==> config.mk <==
export PLATFORM = sky130hd
export DESIGN_NAME = job_line_field_parser_unit
export DESIGN_NICKNAME = d
export VERILOG_FILES = /design/src/hw/rtl/jlfp_pkg.sv /design/src/hw/rtl/job_line_field_parser_unit.sv /design/src/hw/rtl/jlfp_digit_accum.sv /design/src/hw/rtl/jlfp_line_state.sv
export VERILOG_INCLUDE_DIRS = /design/src /design/src/hw/rtl
export SDC_FILE = /design/constraint.sdc
export NUM_CORES = 1
export LEC_CHECK = 0
export ABC_AREA = 1
export BUFFER_PORTS_ARGS = -buffer_cell sky130_fd_sc_hd__buf_2
export CAP_MARGIN = 20
export CORE_MARGIN = 4
export CORE_UTILIZATION = 36
export DETAILED_ROUTE_END_ITERATION = 16
export PLACE_DENSITY = 0.57
export SYNTH_ARGS = -nofsm -noshare
export SYNTH_HDL_FRONTEND = slang
export SYNTH_SLANG_ARGS = --single-unit
==> constraint.sdc <==
create_clock -name clock -period 10.37 [get_ports clock]
set_input_delay 1.037 -clock clock [delete_from_list [all_inputs] [get_ports clock]]
set_output_delay 1.037 -clock clock [all_outputs]
set_load 0.05 [all_outputs]
==> src/hw/rtl/job_line_field_parser_unit_assert.svh <==
// Assertion macros for the job line field parser.
// Used by the RTL modules in hw/rtl; needs clock and reset in the using scope.
`ifndef JOB_LINE_FIELD_PARSER_UNIT_ASSERT_SVH
`define JOB_LINE_FIELD_PARSER_UNIT_ASSERT_SVH
`ifndef ASSERT_OFF
// Same-cycle implication, checked outside reset.
`define JLFP_ASSERT_IMPLY(label, pre, post) \
   label: assert property (@(posedge clock) disable iff (reset) (pre) |-> (post)) \
      else $error("jlfp assertion failed");
// Next-cycle implication, checked outside reset.
`define JLFP_ASSERT_NEXT(label, pre, post) \
   label: assert property (@(posedge clock) disable iff (reset) (pre) |=> (post)) \
      else $error("jlfp assertion failed");
`else
`define JLFP_ASSERT_IMPLY(label, pre, post)
`define JLFP_ASSERT_NEXT(label, pre, post)
`endif
`endif

==> src/hw/rtl/jlfp_pkg.sv <==
// Shared types, constants and helpers of the job line field parser.
// No dependencies; imported by every RTL module of the block.
package jlfp_pkg;

   // Result status codes.
   localparam logic [2:0] STATUS_OK          = 3'd0;
   localparam logic [2:0] STATUS_BAD_ID      = 3'd1;
   localparam logic [2:0] STATUS_BAD_DUR     = 3'd2;
   localparam logic [2:0] STATUS_DUR_LARGE   = 3'd3;
   localparam logic [2:0] STATUS_EXTRA_TOKEN = 3'd4;
   localparam logic [2:0] STATUS_NOT_FAIL    = 3'd5;

   // Token slots.
   localparam logic [1:0] SLOT_ID    = 2'd0;
   localparam logic [1:0] SLOT_DUR   = 2'd1;
   localparam logic [1:0] SLOT_WORD  = 2'd2;
   localparam logic [1:0] SLOT_EXTRA = 2'd3;

   // Separator bytes and digit bounds.
   localparam logic [7:0] CHAR_SPACE = 8'h20;
   localparam logic [7:0] CHAR_TAB   = 8'h09;
   localparam logic [7:0] CHAR_CR    = 8'h0D;
   localparam logic [7:0] CHAR_ZERO  = 8'h30;
   localparam logic [7:0] CHAR_NINE  = 8'h39;

   // Length of the word "fail".
   localparam logic [2:0] FAIL_LEN = 3'd4;

   // Width of the packed result beat.
   localparam int RSP_TDATA_W = 136;

   // One parsed line result.
   typedef struct packed {
      logic [2:0]  status;
      logic [63:0] job_id;
      logic [62:0] duration_ms;
      logic        will_fail;
   } jlfp_result_type;

   // Character of "fail" at a given position.
   function automatic logic [7:0] fail_char(input logic [1:0] idx);
      logic [7:0] ch;
      unique case (idx)
         2'd0: ch = 8'h66;
         2'd1: ch = 8'h61;
         2'd2: ch = 8'h69;
         2'd3: ch = 8'h6C;
         default: ch = 8'h00;
      endcase
      return ch;
   endfunction

endpackage

==> src/hw/rtl/job_line_field_parser_unit.sv <==
// Job line field parser: input beat register, line state, result register.
// Imports jlfp_pkg; instantiates jlfp_line_state.
// A terminator beat passes the input beat register, then the result register.
// Throughput: one byte beat per cycle; a waiting result stalls a terminator beat
// and the input behind it, but byte beats ahead of it are still taken.
// Reset: synchronous, active high; clears the pipeline valids and the line state.
`include "job_line_field_parser_unit_assert.svh"
module job_line_field_parser_unit
   import jlfp_pkg::*;
(
   input  logic                   clock,
   input  logic                   reset,
   input  logic                   req_tvalid,
   output logic                   req_tready,
   input  logic [7:0]             req_tdata,   // [7:0] char_in
   input  logic                   req_tlast,   // end_of_line
   output logic                   rsp_tvalid,
   input  logic                   rsp_tready,
   // [2:0] status, [66:3] job_id, [129:67] duration_ms, [130] will_fail, rest zero
   output logic [RSP_TDATA_W-1:0] rsp_tdata
);

   logic            s1_valid_ff, s1_valid_in;
   logic [7:0]      s1_char_ff;
   logic            s1_eol_ff;
   logic            s1_advance;
   logic            out_free;
   logic            out_load;
   logic            out_valid_ff, out_valid_in;
   jlfp_result_type out_result_ff;
   jlfp_result_type line_result;

   // Flow control: bytes always drain, a terminator needs a free result register.
   assign out_free   = !out_valid_ff || rsp_tready;
   assign s1_advance = s1_valid_ff && (!s1_eol_ff || out_free);
   assign out_load   = s1_advance && s1_eol_ff;
   assign req_tready = !s1_valid_ff || s1_advance;

   assign s1_valid_in  = (req_tvalid && req_tready) || (s1_valid_ff && !s1_advance);
   assign out_valid_in = out_load || (out_valid_ff && !rsp_tready);

   // Input beat register.
   always_ff @(posedge clock) begin
      if (reset) begin
         s1_valid_ff <= 1'b0;
      end else begin
         s1_valid_ff <= s1_valid_in;
      end
      if (req_tvalid && req_tready) begin
         s1_char_ff <= req_tdata;
         s1_eol_ff  <= req_tlast;
      end
   end

   jlfp_line_state u_line_state (
      .clock      (clock),
      .reset      (reset),
      .step_valid (s1_advance),
      .step_char  (s1_char_ff),
      .step_eol   (s1_eol_ff),
      .result     (line_result)
   );

   // Result register.
   always_ff @(posedge clock) begin
      if (reset) begin
         out_valid_ff <= 1'b0;
      end else begin
         out_valid_ff <= out_valid_in;
      end
      if (out_load) begin
         out_result_ff <= line_result;
      end
   end

   assign rsp_tvalid = out_valid_ff;
   assign rsp_tdata  = {5'd0, out_result_ff.will_fail, out_result_ff.duration_ms,
                        out_result_ff.job_id, out_result_ff.status};

   // A terminator held behind a stalled result blocks the input.
   `JLFP_ASSERT_IMPLY(a_eol_blocks, s1_valid_ff && s1_eol_ff && out_valid_ff && !rsp_tready,
      !req_tready)
   // A terminator leaving the input register always yields a result.
   `JLFP_ASSERT_NEXT(a_eol_gives_result, out_load, out_valid_ff)
   // A result only appears after a terminator was in the input register.
   `JLFP_ASSERT_IMPLY(a_result_from_eol, $rose(out_valid_ff), $past(s1_valid_ff && s1_eol_ff))

endmodule

==> src/hw/rtl/jlfp_digit_accum.sv <==
// Decimal digit accumulator with 64-bit overflow detection.
// Combinational; imports jlfp_pkg.
module jlfp_digit_accum
   import jlfp_pkg::*;
(
   input  logic [63:0] acc,
   input  logic        bad,
   input  logic [7:0]  digit_char,
   output logic [63:0] acc_next,
   output logic        bad_next
);

   logic        is_digit;
   logic [3:0]  digit;
   logic [67:0] scaled;

   // Times ten as two shifts, plus the digit; the top bits flag overflow.
   assign is_digit = (digit_char >= CHAR_ZERO) && (digit_char <= CHAR_NINE);
   assign digit    = 4'(digit_char - CHAR_ZERO);
   assign scaled   = {1'b0, acc, 3'b000} + {3'b000, acc, 1'b0} + {64'd0, digit};

   // Once a fault is seen the accumulator stops.
   always_comb begin
      acc_next = acc;
      bad_next = bad;
      if (!bad) begin
         if (!is_digit) begin
            bad_next = 1'b1;
         end else if (scaled[67:64] != 4'd0) begin
            bad_next = 1'b1;
         end else begin
            acc_next = scaled[63:0];
         end
      end
   end

endmodule

==> src/hw/rtl/jlfp_line_state.sv <==
// Per-line token state, accumulators and result selection.
// Imports jlfp_pkg; instantiates jlfp_digit_accum twice.
`include "job_line_field_parser_unit_assert.svh"
module jlfp_line_state
   import jlfp_pkg::*;
(
   input  logic            clock,
   input  logic            reset,
   input  logic            step_valid,
   input  logic [7:0]      step_char,
   input  logic            step_eol,
   output jlfp_result_type result
);

   logic [1:0]  token_slot_ff, token_slot_in;
   logic        inside_token_ff, inside_token_in;
   logic [63:0] id_accum_ff, id_accum_in;
   logic        id_present_ff, id_present_in;
   logic        id_invalid_ff, id_invalid_in;
   logic [63:0] dur_accum_ff, dur_accum_in;
   logic        dur_present_ff, dur_present_in;
   logic        dur_invalid_ff, dur_invalid_in;
   logic [2:0]  word_match_count_ff, word_match_count_in;
   logic        word_mismatch_ff, word_mismatch_in;
   logic        extra_present_ff, extra_present_in;

   logic [63:0] id_acc_next, dur_acc_next;
   logic        id_bad_next, dur_bad_next;
   logic        is_sep;
   logic        third_present;
   logic        is_fail;

   jlfp_digit_accum u_id_accum (
      .acc        (id_accum_ff),
      .bad        (id_invalid_ff),
      .digit_char (step_char),
      .acc_next   (id_acc_next),
      .bad_next   (id_bad_next)
   );

   jlfp_digit_accum u_dur_accum (
      .acc        (dur_accum_ff),
      .bad        (dur_invalid_ff),
      .digit_char (step_char),
      .acc_next   (dur_acc_next),
      .bad_next   (dur_bad_next)
   );

   assign is_sep = (step_char == CHAR_SPACE) || (step_char == CHAR_TAB) ||
                   (step_char == CHAR_CR);

   // Next state for one beat; the terminator clears the line.
   always_comb begin
      token_slot_in       = token_slot_ff;
      inside_token_in     = inside_token_ff;
      id_accum_in         = id_accum_ff;
      id_present_in       = id_present_ff;
      id_invalid_in       = id_invalid_ff;
      dur_accum_in        = dur_accum_ff;
      dur_present_in      = dur_present_ff;
      dur_invalid_in      = dur_invalid_ff;
      word_match_count_in = word_match_count_ff;
      word_mismatch_in    = word_mismatch_ff;
      extra_present_in    = extra_present_ff;
      if (step_valid) begin
         if (step_eol) begin
            token_slot_in       = SLOT_ID;
            inside_token_in     = 1'b0;
            id_accum_in         = 64'd0;
            id_present_in       = 1'b0;
            id_invalid_in       = 1'b0;
            dur_accum_in        = 64'd0;
            dur_present_in      = 1'b0;
            dur_invalid_in      = 1'b0;
            word_match_count_in = 3'd0;
            word_mismatch_in    = 1'b0;
            extra_present_in    = 1'b0;
         end else if (is_sep) begin
            if (inside_token_ff) begin
               inside_token_in = 1'b0;
               if (token_slot_ff != SLOT_EXTRA) begin
                  token_slot_in = token_slot_ff + 2'd1;
               end
            end
         end else begin
            if (!inside_token_ff) begin
               inside_token_in = 1'b1;
               unique case (token_slot_ff)
                  SLOT_ID:    id_present_in    = 1'b1;
                  SLOT_DUR:   dur_present_in   = 1'b1;
                  SLOT_WORD:  ;
                  SLOT_EXTRA: extra_present_in = 1'b1;
                  default:    ;
               endcase
            end
            unique case (token_slot_ff)
               SLOT_ID: begin
                  id_accum_in   = id_acc_next;
                  id_invalid_in = id_bad_next;
               end
               SLOT_DUR: begin
                  dur_accum_in   = dur_acc_next;
                  dur_invalid_in = dur_bad_next;
               end
               SLOT_WORD: begin
                  if ((word_match_count_ff < FAIL_LEN) &&
                      (step_char == fail_char(word_match_count_ff[1:0]))) begin
                     word_match_count_in = word_match_count_ff + 3'd1;
                  end else begin
                     word_mismatch_in = 1'b1;
                  end
               end
               SLOT_EXTRA: ;
               default: ;
            endcase
         end
      end
   end

   // State registers.
   always_ff @(posedge clock) begin
      if (reset) begin
         token_slot_ff       <= SLOT_ID;
         inside_token_ff     <= 1'b0;
         id_accum_ff         <= 64'd0;
         id_present_ff       <= 1'b0;
         id_invalid_ff       <= 1'b0;
         dur_accum_ff        <= 64'd0;
         dur_present_ff      <= 1'b0;
         dur_invalid_ff      <= 1'b0;
         word_match_count_ff <= 3'd0;
         word_mismatch_ff    <= 1'b0;
         extra_present_ff    <= 1'b0;
      end else begin
         token_slot_ff       <= token_slot_in;
         inside_token_ff     <= inside_token_in;
         id_accum_ff         <= id_accum_in;
         id_present_ff       <= id_present_in;
         id_invalid_ff       <= id_invalid_in;
         dur_accum_ff        <= dur_accum_in;
         dur_present_ff      <= dur_present_in;
         dur_invalid_ff      <= dur_invalid_in;
         word_match_count_ff <= word_match_count_in;
         word_mismatch_ff    <= word_mismatch_in;
         extra_present_ff    <= extra_present_in;
      end
   end

   // Result of the line as it stands, in error priority order.
   assign third_present = (token_slot_ff == SLOT_EXTRA) ||
                          ((token_slot_ff == SLOT_WORD) && inside_token_ff);
   assign is_fail = third_present && !word_mismatch_ff && (word_match_count_ff == FAIL_LEN);

   always_comb begin
      priority if (!id_present_ff || id_invalid_ff) begin
         result.status = STATUS_BAD_ID;
      end else if (!dur_present_ff || dur_invalid_ff) begin
         result.status = STATUS_BAD_DUR;
      end else if (dur_accum_ff[63]) begin
         result.status = STATUS_DUR_LARGE;
      end else if (extra_present_ff) begin
         result.status = STATUS_EXTRA_TOKEN;
      end else if (third_present && !is_fail) begin
         result.status = STATUS_NOT_FAIL;
      end else begin
         result.status = STATUS_OK;
      end
      if (result.status == STATUS_OK) begin
         result.job_id      = id_accum_ff;
         result.duration_ms = dur_accum_ff[62:0];
         result.will_fail   = is_fail;
      end else begin
         result.job_id      = 64'd0;
         result.duration_ms = 63'd0;
         result.will_fail   = 1'b0;
      end
   end

   // A terminator beat leaves the line state cleared.
   `JLFP_ASSERT_NEXT(a_eol_clears, step_valid && step_eol,
      token_slot_ff == SLOT_ID && !inside_token_ff && !id_present_ff && !extra_present_ff)
   // The third-token tracking stays untouched before the third token.
   `JLFP_ASSERT_IMPLY(a_word_idle_early, token_slot_ff == SLOT_ID || token_slot_ff == SLOT_DUR,
      word_match_count_ff == 3'd0 && !word_mismatch_ff && !extra_present_ff)
   // Without an id token the id accumulator is untouched.
   `JLFP_ASSERT_IMPLY(a_id_idle, !id_present_ff, id_accum_ff == 64'd0 && !id_invalid_ff)
   // The match count never runs past the word length.
   `JLFP_ASSERT_IMPLY(a_match_bound, 1'b1, word_match_count_ff <= FAIL_LEN)

endmodule
[Word-level counts from Yosys, hierarchy flattened]
Cells that the tools add are included.
Storage, ports and cells
  bits in registers: 282
  input port bits: 13
  output and inout bits: 138
  logic and storage cells: 162
Cells by class
  add/sub/neg operators: 7
  magnitude comparators: 3
  eq/ne operators: 19
  multiplexer cells: 60
  reduce and logical (&&, ||, !) cells: 54
Operators by type and width (number)
  2-to-1 mux 64 bit: 12
  adder 67 x 65 -> 68 bit: 2
  adder 68 x 4 -> 68 bit: 2
  2-to-1 mux 8 bit: 4
  one-hot mux 8 bit (4 select lines): 1
  2-to-1 mux 1 bit: 30
  2-to-1 mux 3 bit: 9
  AND reduction 4 bit: 6
  nonzero test 2 bit: 9
  equality test 8 x 4 -> 1 bit, second input constant: 2
  != test 2 bit, second input constant: 8
  AND reduction 6 bit: 2
  logical AND 1 bit: 11
  logical OR 1 bit: 10
  logical NOT 1 bit: 9
  equality test 2 bit, second input constant: 4
  equality test 8 x 6 -> 1 bit, second input constant: 1
  equality test 8 bit: 1
  greater-or-equal comparator 8 x 6 -> 1 bit, second input constant: 1
  less-or-equal comparator 8 x 6 -> 1 bit, second input constant: 1
  2-to-1 mux 2 bit: 4
  nonzero test 4 bit: 2
  AND reduction 3 bit: 2
  equality test 2 x 1 -> 1 bit, second input constant: 2
  other kinds (7): 8

[Depth between registers and ports, before layout]
Gate-level depths: netlist (run 1).
  depth in word-level cells: 13
  mapped depth: 25
  mapped depth without buffers: 24

[Hierarchy]
Synthesis (run 1) repeated with hierarchy kept, for this count alone.
Second synthesis, totals
  cell total of the unflattened synthesis: 4275
  area total of the unflattened synthesis: 27149.8 sq um
Modules (own cells, without submodules)
  jlfp_line_state: times used 1, cells an instance 1242, area an instance 7780.0 sq um
  jlfp_digit_accum (u_line_state.u_id_accum): times used 1, cells an instance 1436, area an instance 7657.3 sq um
  jlfp_digit_accum (u_line_state.u_dur_accum): times used 1, cells an instance 1432, area an instance 7345.8 sq um
  job_line_field_parser_unit: times used 1, cells an instance 165, area an instance 4366.7 sq um

[Worst setup path before layout (run 1)]
No wires, ideal clock.
  path kind: input-to-reg
  from: input port rsp_tready
  to: register u_line_state.dur_accum_ff[0]
  data arrival time: 5.038 ns
  required time: 10.310 ns
  slack: 5.272 ns
  stages on the path: 12
  cell sequence: nor2_1 > nand2_1 > nand2_1 > inv_1 > nand2_1 > inv_1 > a21oi_1 > nor2_1 > buf_2 > buf_2 > nand4_1 > nand2_1
Between the ends
  longest elaborated chain between the ends: 4
RTL lines
  start, declared: line job_line_field_parser_unit.sv:18  | input logic rsp_tready,
  logical OR 1 bit: line job_line_field_parser_unit.sv:34  | assign out_free = !out_valid_ff || rsp_tready;
  logical OR 1 bit: line job_line_field_parser_unit.sv:35  | assign s1_advance = s1_valid_ff && (!s1_eol_ff || out_free);
  logical AND 1 bit: line job_line_field_parser_unit.sv:35
  AND reduction 6 bit (no source line)
  end signal, assigned: line jlfp_line_state.sv:140  | dur_accum_ff <= dur_accum_in;
  end, declared: line jlfp_line_state.sv:20  | logic [63:0] dur_accum_ff, dur_accum_in;
Every way passes these cells.
A chain may end at the register's enable or synchronous reset.

[Worst setup path in the final report (run 1)]
  from: register s1_char_ff[3]
  to: register u_line_state.dur_accum_ff[18]
Between the ends
  longest elaborated chain between the ends: 8
  elaborated cells on any way between the ends: 21
  classes of those cells: 2 x add/sub; 2 x order compare; 5 x eq/ne; 6 x mux; 6 x reduce/logical
RTL lines
  start, declared: line job_line_field_parser_unit.sv:24  | logic [7:0] s1_char_ff;
  start signal, assigned: line job_line_field_parser_unit.sv:50  | s1_char_ff <= req_tdata;
  subtractor 4 x 1 -> 4 bit: line jlfp_digit_accum.sv:19  | assign digit = 4'(digit_char - CHAR_ZERO);
  adder 68 x 4 -> 68 bit: line jlfp_digit_accum.sv:20  | assign scaled = {1'b0, acc, 3'b000} + {3'b000, acc, 1'b0} + {64'd0, digit};
  2-to-1 mux 64 bit: line jlfp_digit_accum.sv:29  | end else if (scaled[67:64] != 4'd0) begin
  2-to-1 mux 64 bit: line jlfp_digit_accum.sv:27  | if (!is_digit) begin
  2-to-1 mux 64 bit: line jlfp_digit_accum.sv:26  | if (!bad) begin
  2-to-1 mux 64 bit: line jlfp_line_state.sv:96  | unique case (token_slot_ff)
  2-to-1 mux 64 bit: line jlfp_line_state.sv:78  | end else if (is_sep) begin
  2-to-1 mux 64 bit: line jlfp_line_state.sv:66  | if (step_eol) begin
Parallel ways exist; a longest one is shown, timed or not. The select of a mux whose other input is x is not followed.

==> results of run 1 <==
==> metal layers <==
layer,routed length (µm),up-vias,global-route usage (%)
li1,-,11400,-
met1,32000,9785,26.1
met2,32200,343,34.6
met4,2100,0,6.21
met5,0,-,0
met3,2430,101,2.43
==> power by group <==
group          total, W  leakage [nW]  switching [W]  internal (W)
Clock           0.00121         0.545       0.000498      0.000711
Sequential      0.00119          2.55     0.00000767       0.00118
Combinational  0.000130          9.84       0.000108     0.0000222
==> cell type report <==
cell class / count / area, µm²
clock inverter: 19 / 153
tap: 846 / 1060
multi-input combinational: 2589 / 13700
clock buffer: 45 / 966
sequential: 282 / 7050
antenna: 2 / 5.00
fill: 6888 / 37800
timing repair buffer: 154 / 793
inverter: 529 / 2000
==> cells by family (layout without fill, tap and decap cells) <==
| group | Yosys count | after routing |
|---|---|---|
| XOR/XNOR | 55 | 55 |
| AND/OR/NAND/NOR | 1923 | 1923 |
| flip-flops | 282 | 282 |
| AO/OA/AOI/OAI | 340 | 340 |
| adder cells (fa/ha/maj) | 266 | 266 |
| other | 1 | 7 |
| buffers and inverters | 618 | 747 |
==> how the worst max path moves through the flow <==
| stage | start | endpoint | depth (start not counted) |
|---|---|---|---|
| 5_1_grt | s1_char_ff[3] | u_line_state.dur_accum_ff[27] | 22 |
| 2_1_floorplan | rsp_tready | u_line_state.dur_accum_ff[0] | 12 |
| 3_5_place_dp | s1_char_ff[3] | u_line_state.dur_accum_ff[25] | 22 |
| 4_1_cts | s1_char_ff[3] | u_line_state.dur_accum_ff[55] | 22 |
| 3_3_place_gp | s1_char_ff[3] | u_line_state.dur_accum_ff[13] | 22 |
| 6_report | s1_char_ff[3] | u_line_state.dur_accum_ff[18] | 22 |
==> through the flow <==
step	util, %	setup WS (ns)
2_1_floorplan	-	5.27
3_3_place_gp	38.7	5.94
3_5_place_dp	38.7	5.80
4_1_cts	40.5	5.79
5_1_grt	40.5	5.38
6_report	40.5	5.83
==> worst reg2reg max path, delay by kind of cell, from the launching register on <==
kind,cells,cell delay (ns)
fa+ha+maj,2,0.94
buf+inv,3,0.85
simple gates,17,2.22
flops,1,0.44
==> registers in the layout (all words and copies together) (netlist names), 2 cells and up <==
name / count
rsp_tdata: 131
u_line_state.token_slot_ff: 2
u_line_state.dur_accum_ff: 64
u_line_state.word_match_count_ff: 3
s1_char_ff: 8
u_line_state.id_accum_ff: 64
==> layout by cell type (no fill, tap or decap), types with 5 or more instances in the layout <==
cell	synthesis	layout
nand2_1	992	992
nor2_1	540	539
nor4_1	10	10
nand3_1	229	228
and2_1	5	5
buf_4	7	9
a21o_1	10	10
xor2_1	12	12
edfxtp_1	140	140
xnor2_1	43	43
inv_2	11	10
o21bai_1	34	34
nor3_1	33	33
clkbuf_1	40	7
buf_2	13	145
inv_1	517	516
o21ai_0	73	73
clkbuf_16	0	37
conb_1	1	5
o21a_1	11	11
nand2_2	15	15
ha_1	262	262
nand4_1	74	74
a21oi_1	199	199
nor2_2	7	7
dfxtp_1	142	142
clkinv_1	0	8
==> impl_metrics.toml, run 1 <==
[timing]
max_slew_margin_pct = 28.5
rsz0062_at_grt = "no"
worstMarginPinSlew_ns = 1.07
final_max_slew_viol_count = 0
setup-tns-final_ns = 0
min_period_ns = 4.54
fmax_ghz = 0.220
post-route-period-util_pct = 43.8
final-setup-viol-count = 0
hold_viol = 0
fin_skew_ns = 0.0270
whs_ns = 0.460

[min_path]
min_to = "u_line_state.word_mismatch_ff"
worstHoldPathType = "reg2reg"
hp-start = "u_line_state.word_mismatch_ff"
whs_path_depth = 2

[logic_synthesis]
netlist_top_cells_count = "992 x nand2_1, 540 x nor2_1, 517 x inv_1"
synth_edf_count = 140
synthDominantCellAreaShare_pct = 18.2
yosysTopAreaCell = "edfxtp_1"
ys.flop_type = "dfxtp_1"
muxShareOfSynthArea_pct = 0
synth_xor_area_share_pct = 2.08
ys_types = 45
ys_async_sr_fraction_pct = 0
synth_simple_gate_area_share_pct = 34.1
synthCells = 3485
synth-seq-area-share_pct = 30.4
syn_area_um2 = 23200
synth_area_per_cell_um2 = 6.65
yosysMostFrequentCell = "nand2_1"
synth-seq-cells = 282
synth_compound_area_share_pct = 8.08
synth_area_leaders = "edfxtp_1 18%, nand2_1 16%, ha_1 14%, dfxtp_1 12%, nor2_1 8.8%"
yosysWarningCount = 0
synthAdderAreaFrac_pct = 14.5
synth_top_family_by_area = "simple AND/OR/NAND/NOR gates"

[cts]
cts_htree_levels = 2
cts_num_sinks = 282
cts_resized = 0
clockRootBuffer = "clkbuf_16"
clkTransAtPathRegs_ns = 0.05
cts_hold_buf = 0
clock_latency_ns = 0.56
post_cts_buffers = 0
cts_tree = "yes"
cts_made_buffers = 36
cts.path.max_buffers = 3

[worst_setup_path]
arrival_ns = 4.97
r2r_end = "u_line_state.dur_accum_ff[18]"
path_buf_inv = 3
slowest_stage = "nand2_4"
cp-start-kind = "flip-flop"
critPathRequiredTime_ns = 10.80
path_max_fanout = 66
critical_path.max_stage_delay_ns = 0.62
r2r_start = "s1_char_ff[3]"
ff2ff_path_depth = 22
cp-end-kind = "flip-flop"
setup.worst_path.class = "reg2reg"
crit_chain = "inv_1, fa_1, fa_1, inv_1, nand2_1, nand2_1, nand3_1, nand2_1, nand2_1, nand2_1, nand2_1, nand2_2, nand2_1, nand3_1, nand2_1, nor2_1, nand2_1, nand2_2, buf_4, nand2_4, nand3_1, nand2_1"
r2r_setup_slack_ns = 5.83
crit_top_cell = "nand2_1"
critPathTopFamily = "simple AND/OR/NAND/NOR gates"

[routing]
drc_errors = 0
via_per_inst = 4.84
wire_per_inst_um = 15.4
dr.pass1.iters = 7
postRouteAntennaNets = 0
drt_iter0_drc = 1137
finalWirelength_mm = 68.7
vias = 21600

[power]
ir_worst_vdd_uv = 83.6
total_power_w = 0.00253
power_leakage_nw = 12.9
powerDensity_nw_per_um2 = 98.4

[die]
die_height_um = 262
io_pins = 151
dieArea_um2 = 68500
chipWidth_um = 262
coreArea_um2 = 63400
start_util_pct = 36.5
rows = 92

[placed_design]
place_inst = 4400
hpwlAfterDp_mm = 53.9
io_buffers = 145
gp_congestion = 0.958
placed_area_um2 = 24600

[final_layout]
syn_to_final_growth_pct = 10.9
drive_gt1_share_pct = 6.88
nets = 3871
design_area_um2 = 25700
finalNonFillerCells = 4466

[global_route]
grt_max_degree = 112
grt_pass1_vias = 21000
grt.total_usage_pct = 20.0
grt_pass1_wl_mm = 111
grt_overflow = 0
antenna_found_initial = 2

[flow_run]
maxCapViolCount = 0

[run_status]
status = "completed"
(Power assumes the default switching activity.)
==> run 2: changes to the inputs <==
ABC_AREA = 0   (was 1)
PLACE_DENSITY = 0.59   (was 0.57)
clock period = 4 ns   (was 10.37 ns; I/O delays follow)
==> run 2 against run 1 <==
Largest power group is now registers. Final area decreased by 9.9%. Sequential cell count stayed put. Total power grew to 2.6 times the previous value. Combinational power rose to 2.5 times the previous value. Area after synthesis decreased by 16%. Global-route usage decreased by 2.5 points. The run now ends with setup timing left.
==> impl_metrics.toml, run 2 <==
[worst_setup_path]
r2r_start = "s1_char_ff[2]"
path_buf_inv = 6
arrival_ns = 4.44
r2r_end = "u_line_state.dur_accum_ff[6]"
crit_top_cell = "buf_4"
critical_path.max_stage_delay_ns = 0.40
setup.worst_path.class = "reg2reg"
path_max_fanout = 8
crit_chain = "buf_4, ha_1, ha_2, inv_1, fa_2, nor2b_2, o211ai_1, buf_4, a21o_1, nand3b_1, a31oi_4, o41ai_4, a31oi_1, xor2_1, buf_4, a31oi_4, buf_12, clkbuf_16, a22o_1"
ff2ff_path_depth = 19
r2r_setup_slack_ns = -0.003
critPathTopFamily = "compound AO/OA/AOI/OAI gates"
cp-end-kind = "flip-flop"
cp-start-kind = "flip-flop"
critPathRequiredTime_ns = 4.43
slowest_stage = "edfxtp_1"

[die]
rows = 84
start_util_pct = 36.7
dieArea_um2 = 57800
chipWidth_um = 241
coreArea_um2 = 53100
io_pins = 151
die_height_um = 241

[logic_synthesis]
synth-seq-area-share_pct = 36.2
synth_area_per_cell_um2 = 9.69
netlist_top_cells_count = "262 x ha_1, 156 x a21oi_1, 142 x dfxtp_1"
synth-seq-cells = 282
yosysMostFrequentCell = "ha_1"
synth_compound_area_share_pct = 21.8
synth_edf_count = 140
ys_types = 88
yosysTopAreaCell = "edfxtp_1"
syn_area_um2 = 19500
synth_xor_area_share_pct = 5.48
ys_async_sr_fraction_pct = 0
synthAdderAreaFrac_pct = 17.3
synthCells = 2009
synth_area_leaders = "edfxtp_1 22%, ha_1 17%, dfxtp_1 15%, a22o_1 5.6%, and2_1 4.2%"
ys.flop_type = "dfxtp_1"
synthDominantCellAreaShare_pct = 21.6
yosysWarningCount = 0
synth_top_family_by_area = "compound AO/OA/AOI/OAI gates"
synth_simple_gate_area_share_pct = 15.1
muxShareOfSynthArea_pct = 0.264

[final_layout]
layout_common_cells = "249 x ha_1, 154 x a21oi_1, 145 x buf_2"
syn_to_final_growth_pct = 18.8
final_util_pct = 43.6
nets = 2484
antennaDiodeCount = 0
largest_reg_flops = 131
final_common_cell = "ha_1"
drive_gt1_share_pct = 18.3

[power]
powerDensity_nw_per_um2 = 279
ir_worst_vdd_uv = 201
power_leakage_nw = 10.8
total_power_w = 0.00646

[min_path]
hp-start = "req_tdata[6]"
min_to = "s1_char_ff[6]"
worstHoldPathType = "in2reg"
whs_path_depth = 1

[routing]
postRouteAntennaNets = 0
wire_per_inst_um = 18.3
drt_iter0_drc = 863
drc_errors = 0
dr.pass1.iters = 5
via_per_inst = 5.50
finalWirelength_mm = 53.5
vias = 16100

[run_status]
status = "finished, violations left"
violations = "setup timing"

[cts]
clock_latency_ns = 0.55
cts_tree = "yes"
cts_htree_levels = 2
cts.path.max_buffers = 3
cts_made_buffers = 34
cts_num_sinks = 282
clkTransAtPathRegs_ns = 0.06
clockRootBuffer = "clkbuf_16"

[global_route]
grt_pass1_wl_mm = 83.7
grt.total_usage_pct = 17.5
grt_max_degree = 131
antenna_found_initial = 2
grt_overflow = 0
grt_pass1_vias = 15800

[timing]
fmax_ghz = 0.250
rsz0062_at_grt = "yes"
min_period_ns = 4.00
fin_skew_ns = 0.0285
max_slew_margin_pct = 32.6
final-setup-viol-count = 4
hold_viol = 0
worstMarginPinSlew_ns = 1.01
setup_ws_ns = -0.00291
final_max_slew_viol_count = 0
post-route-period-util_pct = 100

[placed_design]
gp_congestion = 0.906
hpwlAfterDp_mm = 38.5
io_buffers = 145

[flow_run]
maxCapViolCount = 0
[run 2: cells by family after synthesis]
logic type,Yosys count
xor+xnor,121
buf+inv,156
other cells,1
simple gates,564
flops,282
mux,5
fa+ha+maj,266
compound gates,614
[run 2: worst max-delay path by stage]
| stage | startpoint | end | cells past startpoint |
|---|---|---|---|
| floorplan | rsp_tready | u_line_state.dur_accum_ff[0] | 12 |
| global placement | s1_char_ff[3] | u_line_state.dur_accum_ff[33] | 15 |
| detailed placement | s1_char_ff[3] | u_line_state.dur_accum_ff[26] | 15 |
| CTS | s1_char_ff[3] | u_line_state.id_accum_ff[27] | 17 |
| global route | u_line_state.dur_accum_ff[13] | u_line_state.dur_accum_ff[27] | 14 |
| finish | s1_char_ff[2] | u_line_state.dur_accum_ff[6] | 19 |
[run 2: timing repair]
item                                    4_1_cts  5_1_grt
setup buffers                                13        8
pin swaps                                    17       24
hold buffers                                  1        0
hold endpoints to repair                      1        0
gates cloned                                  3        9
endpoints found under the setup margin      129      130
gates resized for setup                      26       59
[run 2: stage by stage]
step	setup slack, ns	area (µm²)	std cells	hold slack [ns]	TNS (ns)
5_1_grt	-0.144	23100	2918	0.0194	-9.52
3_3_place_gp	0.0320	21200	2822	0.441	0
3_5_place_dp	-0.163	21200	2822	0.454	-15.35
2_1_floorplan	-0.112	19500	2013	0.429	-6.83
6_report	-0.00291	23100	2918	0.0430	-0.00558
4_1_cts	-0.0274	22600	2900	0.0126	-0.341
[run 2: area by class of cell]
cell class	instances	area, µm²
Sequential cell	282	7060
Clock buffer	41	898
Multi-Input combinational cell	1575	12000
Fill cell	5121	29900
Clock inverter	20	189
Timing Repair Buffer	254	1870
Inverter	58	221
Tap cell	688	861
[run 2: metal layers]
layer	share of wire [%]	vias to the layer above	GRT usage (%)
met3	4.9	78	2.78
met1	50	7673	25.5
met5	0	-	0
li1	-	7905	-
met4	2.3	0	4.23
met2	43	407	27.2
[run 2: power by group]
group	switching, W	internal (W)
Sequential	0.0000157	0.00305
Clock	0.00127	0.00180
Combinational	0.000223	0.000102
==> run 3: changes to the inputs <==
BUFFER_PORTS_ARGS = -buffer_cell sky130_fd_sc_hd__clkbuf_2   (was -buffer_cell sky130_fd_sc_hd__buf_2)
==> run 3 against run 2 <==
The run still ends with setup timing left. Die area unchanged. First-iteration DRC count is 17% higher. Register-to-register slack worse by 0.07 ns. Clock power rose by 2%. Final cell count is 0.48% lower. Largest cell class unchanged. Largest power group is now the clock network.
==> impl_metrics.toml, run 3 (synthesized netlist as in run 2, its figures left out) <==
[worst_setup_path]
crit_start = "u_line_state.id_accum_ff[49]"
critPathRequiredTime_ns = 4.48
crit_chain = "ha_1, ha_1, a21o_1, a21o_1, a21o_1, a211o_1, o211ai_1, nand3_1, a221o_1, or4_4, nor4_4, buf_6, clkbuf_16, a22o_1"
path_max_fanout = 7
arrival_ns = 4.55
slowest_stage = "or4_4"
r2r_start = "u_line_state.id_accum_ff[49]"
crit_top_cell = "a21o_1"
critical_path.max_stage_delay_ns = 0.56
path_buf_inv = 2
cp-start-kind = "flip-flop"
setup.worst_path.class = "reg2reg"
cp-end-kind = "flip-flop"
critPathTopFamily = "compound AO/OA/AOI/OAI gates"

[final_layout]
drive_gt1_share_pct = 16.0
nets = 2470
syn_to_final_growth_pct = 17.0
layout_common_cells = "262 x ha_1, 156 x a21oi_1, 145 x clkbuf_2"
largest_reg_flops = 131
finalNonFillerCells = 2904
final_common_cell = "ha_1"
antennaDiodeCount = 0

[global_route]
met1_usage_pct = 25.6
grt_overflow = 0
grt_pass1_vias = 15500
grt.total_usage_pct = 17.3
top_usage_layer = "met2"
met2_usage_pct = 26.3
grtUsageMet3_pct = 2.99
grt_pass1_wl_mm = 82.9
grt_max_degree = 131
antenna_found_initial = 0

[cts]
clockRootBuffer = "clkbuf_16"
cts.path.max_buffers = 3
cts_htree_levels = 2
clkTransAtPathRegs_ns = 0.07
clock_latency_ns = 0.55
cts_hold_buf = 0
cts_made_buffers = 34
cts_num_sinks = 282
cts_tree = "yes"

[die]
coreArea_um2 = 53100
io_pins = 151
die_height_um = 241
rows = 84
dieArea_um2 = 57800
start_util_pct = 36.7
chipWidth_um = 241

[timing]
fmax_ghz = 0.246
fin_skew_ns = 0.0195
setup_ws_ns = -0.0686
whs_ns = 0.0349
max_slew_margin_pct = 42.7
hold_viol = 0
final-setup-viol-count = 61
worstMarginPinSlew_ns = 0.859
setup-tns-final_ns = -2.02
min_period_ns = 4.07
post-route-period-util_pct = 102
rsz0062_at_grt = "yes"
final_max_slew_viol_count = 0

[placed_design]
place_ws_ns = -0.122
hpwlAfterDp_mm = 38.6
io_buffers = 145
place_inst = 2822
gp_congestion = 0.912

[power]
total_power_w = 0.00648
power_leakage_nw = 10.7
powerDensity_nw_per_um2 = 285
ir_worst_vdd_uv = 196

[routing]
drt_iter0_drc = 1011
vias = 15900
wire_per_inst_um = 18.1
drc_errors = 0
via_per_inst = 5.49
dr.pass1.iters = 5
postRouteAntennaNets = 0
finalWirelength_mm = 52.4

[min_path]
hp-start = "req_tdata[1]"
worstHoldPathType = "in2reg"

[flow_run]
maxCapViolCount = 0

[run_status]
violations = "setup timing"
status = "finished, violations left"
run 3: changes by cell type in the layout (fill, tap and decap cells not counted), sizes merged:
cell / change
buf: -156
bufinv: -2
clkbuf: +152
clkinv: -7
dlygate4sd3: -1
run 3: layout make-up:
class,instances,area (µm²)
fillers,5085,30300
multi-input cells,1575,11800
flip-flops and latches,282,7050
repair buffers,240,1690
clock buffers,50,1040
well taps,688,861
inverters,58,221
clock inverters,11,87.6
run 3: stage by stage:
stage	utilization (%)	area [µm²]
5_1_grt	42.9	22800
6_report	42.9	22800
4_1_cts	42.4	22500
3_3_place_gp	40.0	21200
3_5_place_dp	40.0	21200
2_1_floorplan	-	19500
run 3: worst register-to-register path: stages (launching register included):
cell	delay, ns
dfxtp_1	0.51
ha_1	0.29
ha_1	0.31
a21o_1	0.17
a21o_1	0.17
a21o_1	0.18
a211o_1	0.31
o211ai_1	0.10
nand3_1	0.18
a221o_1	0.35
or4_4	0.56
nor4_4	0.35
buf_6	0.21
clkbuf_16	0.19
a22o_1	0.13
run 3: repair_timing:
action	CTS	global route
pin swaps	2	84
gates cloned	2	6
setup buffers	2	11
setup endpoints to repair	126	130
resized for setup	11	22
run 3: power by group:
group | total [W] | switching, W | internal, W
combinational | 0.000287 | 0.000207 | 0.0000804
sequential | 0.00307 | 0.0000170 | 0.00305
clock | 0.00313 | 0.00126 | 0.00187
run 3: final timing paths:
path                                 end  depth (start not counted)  slack [ns]
max          u_line_state.id_accum_ff[9]                         14       -0.07
min                        s1_char_ff[1]                          1        0.03
max reg2reg  u_line_state.id_accum_ff[9]                         14       -0.07
min reg2reg   u_line_state.id_present_ff                          2        0.47
run 3: per-layer routing:
metal,wire length [µm],share of wire (%)
met5,0,0
met4,1230,2.3
met3,2700,5.2
met2,22200,42
met1,26300,50
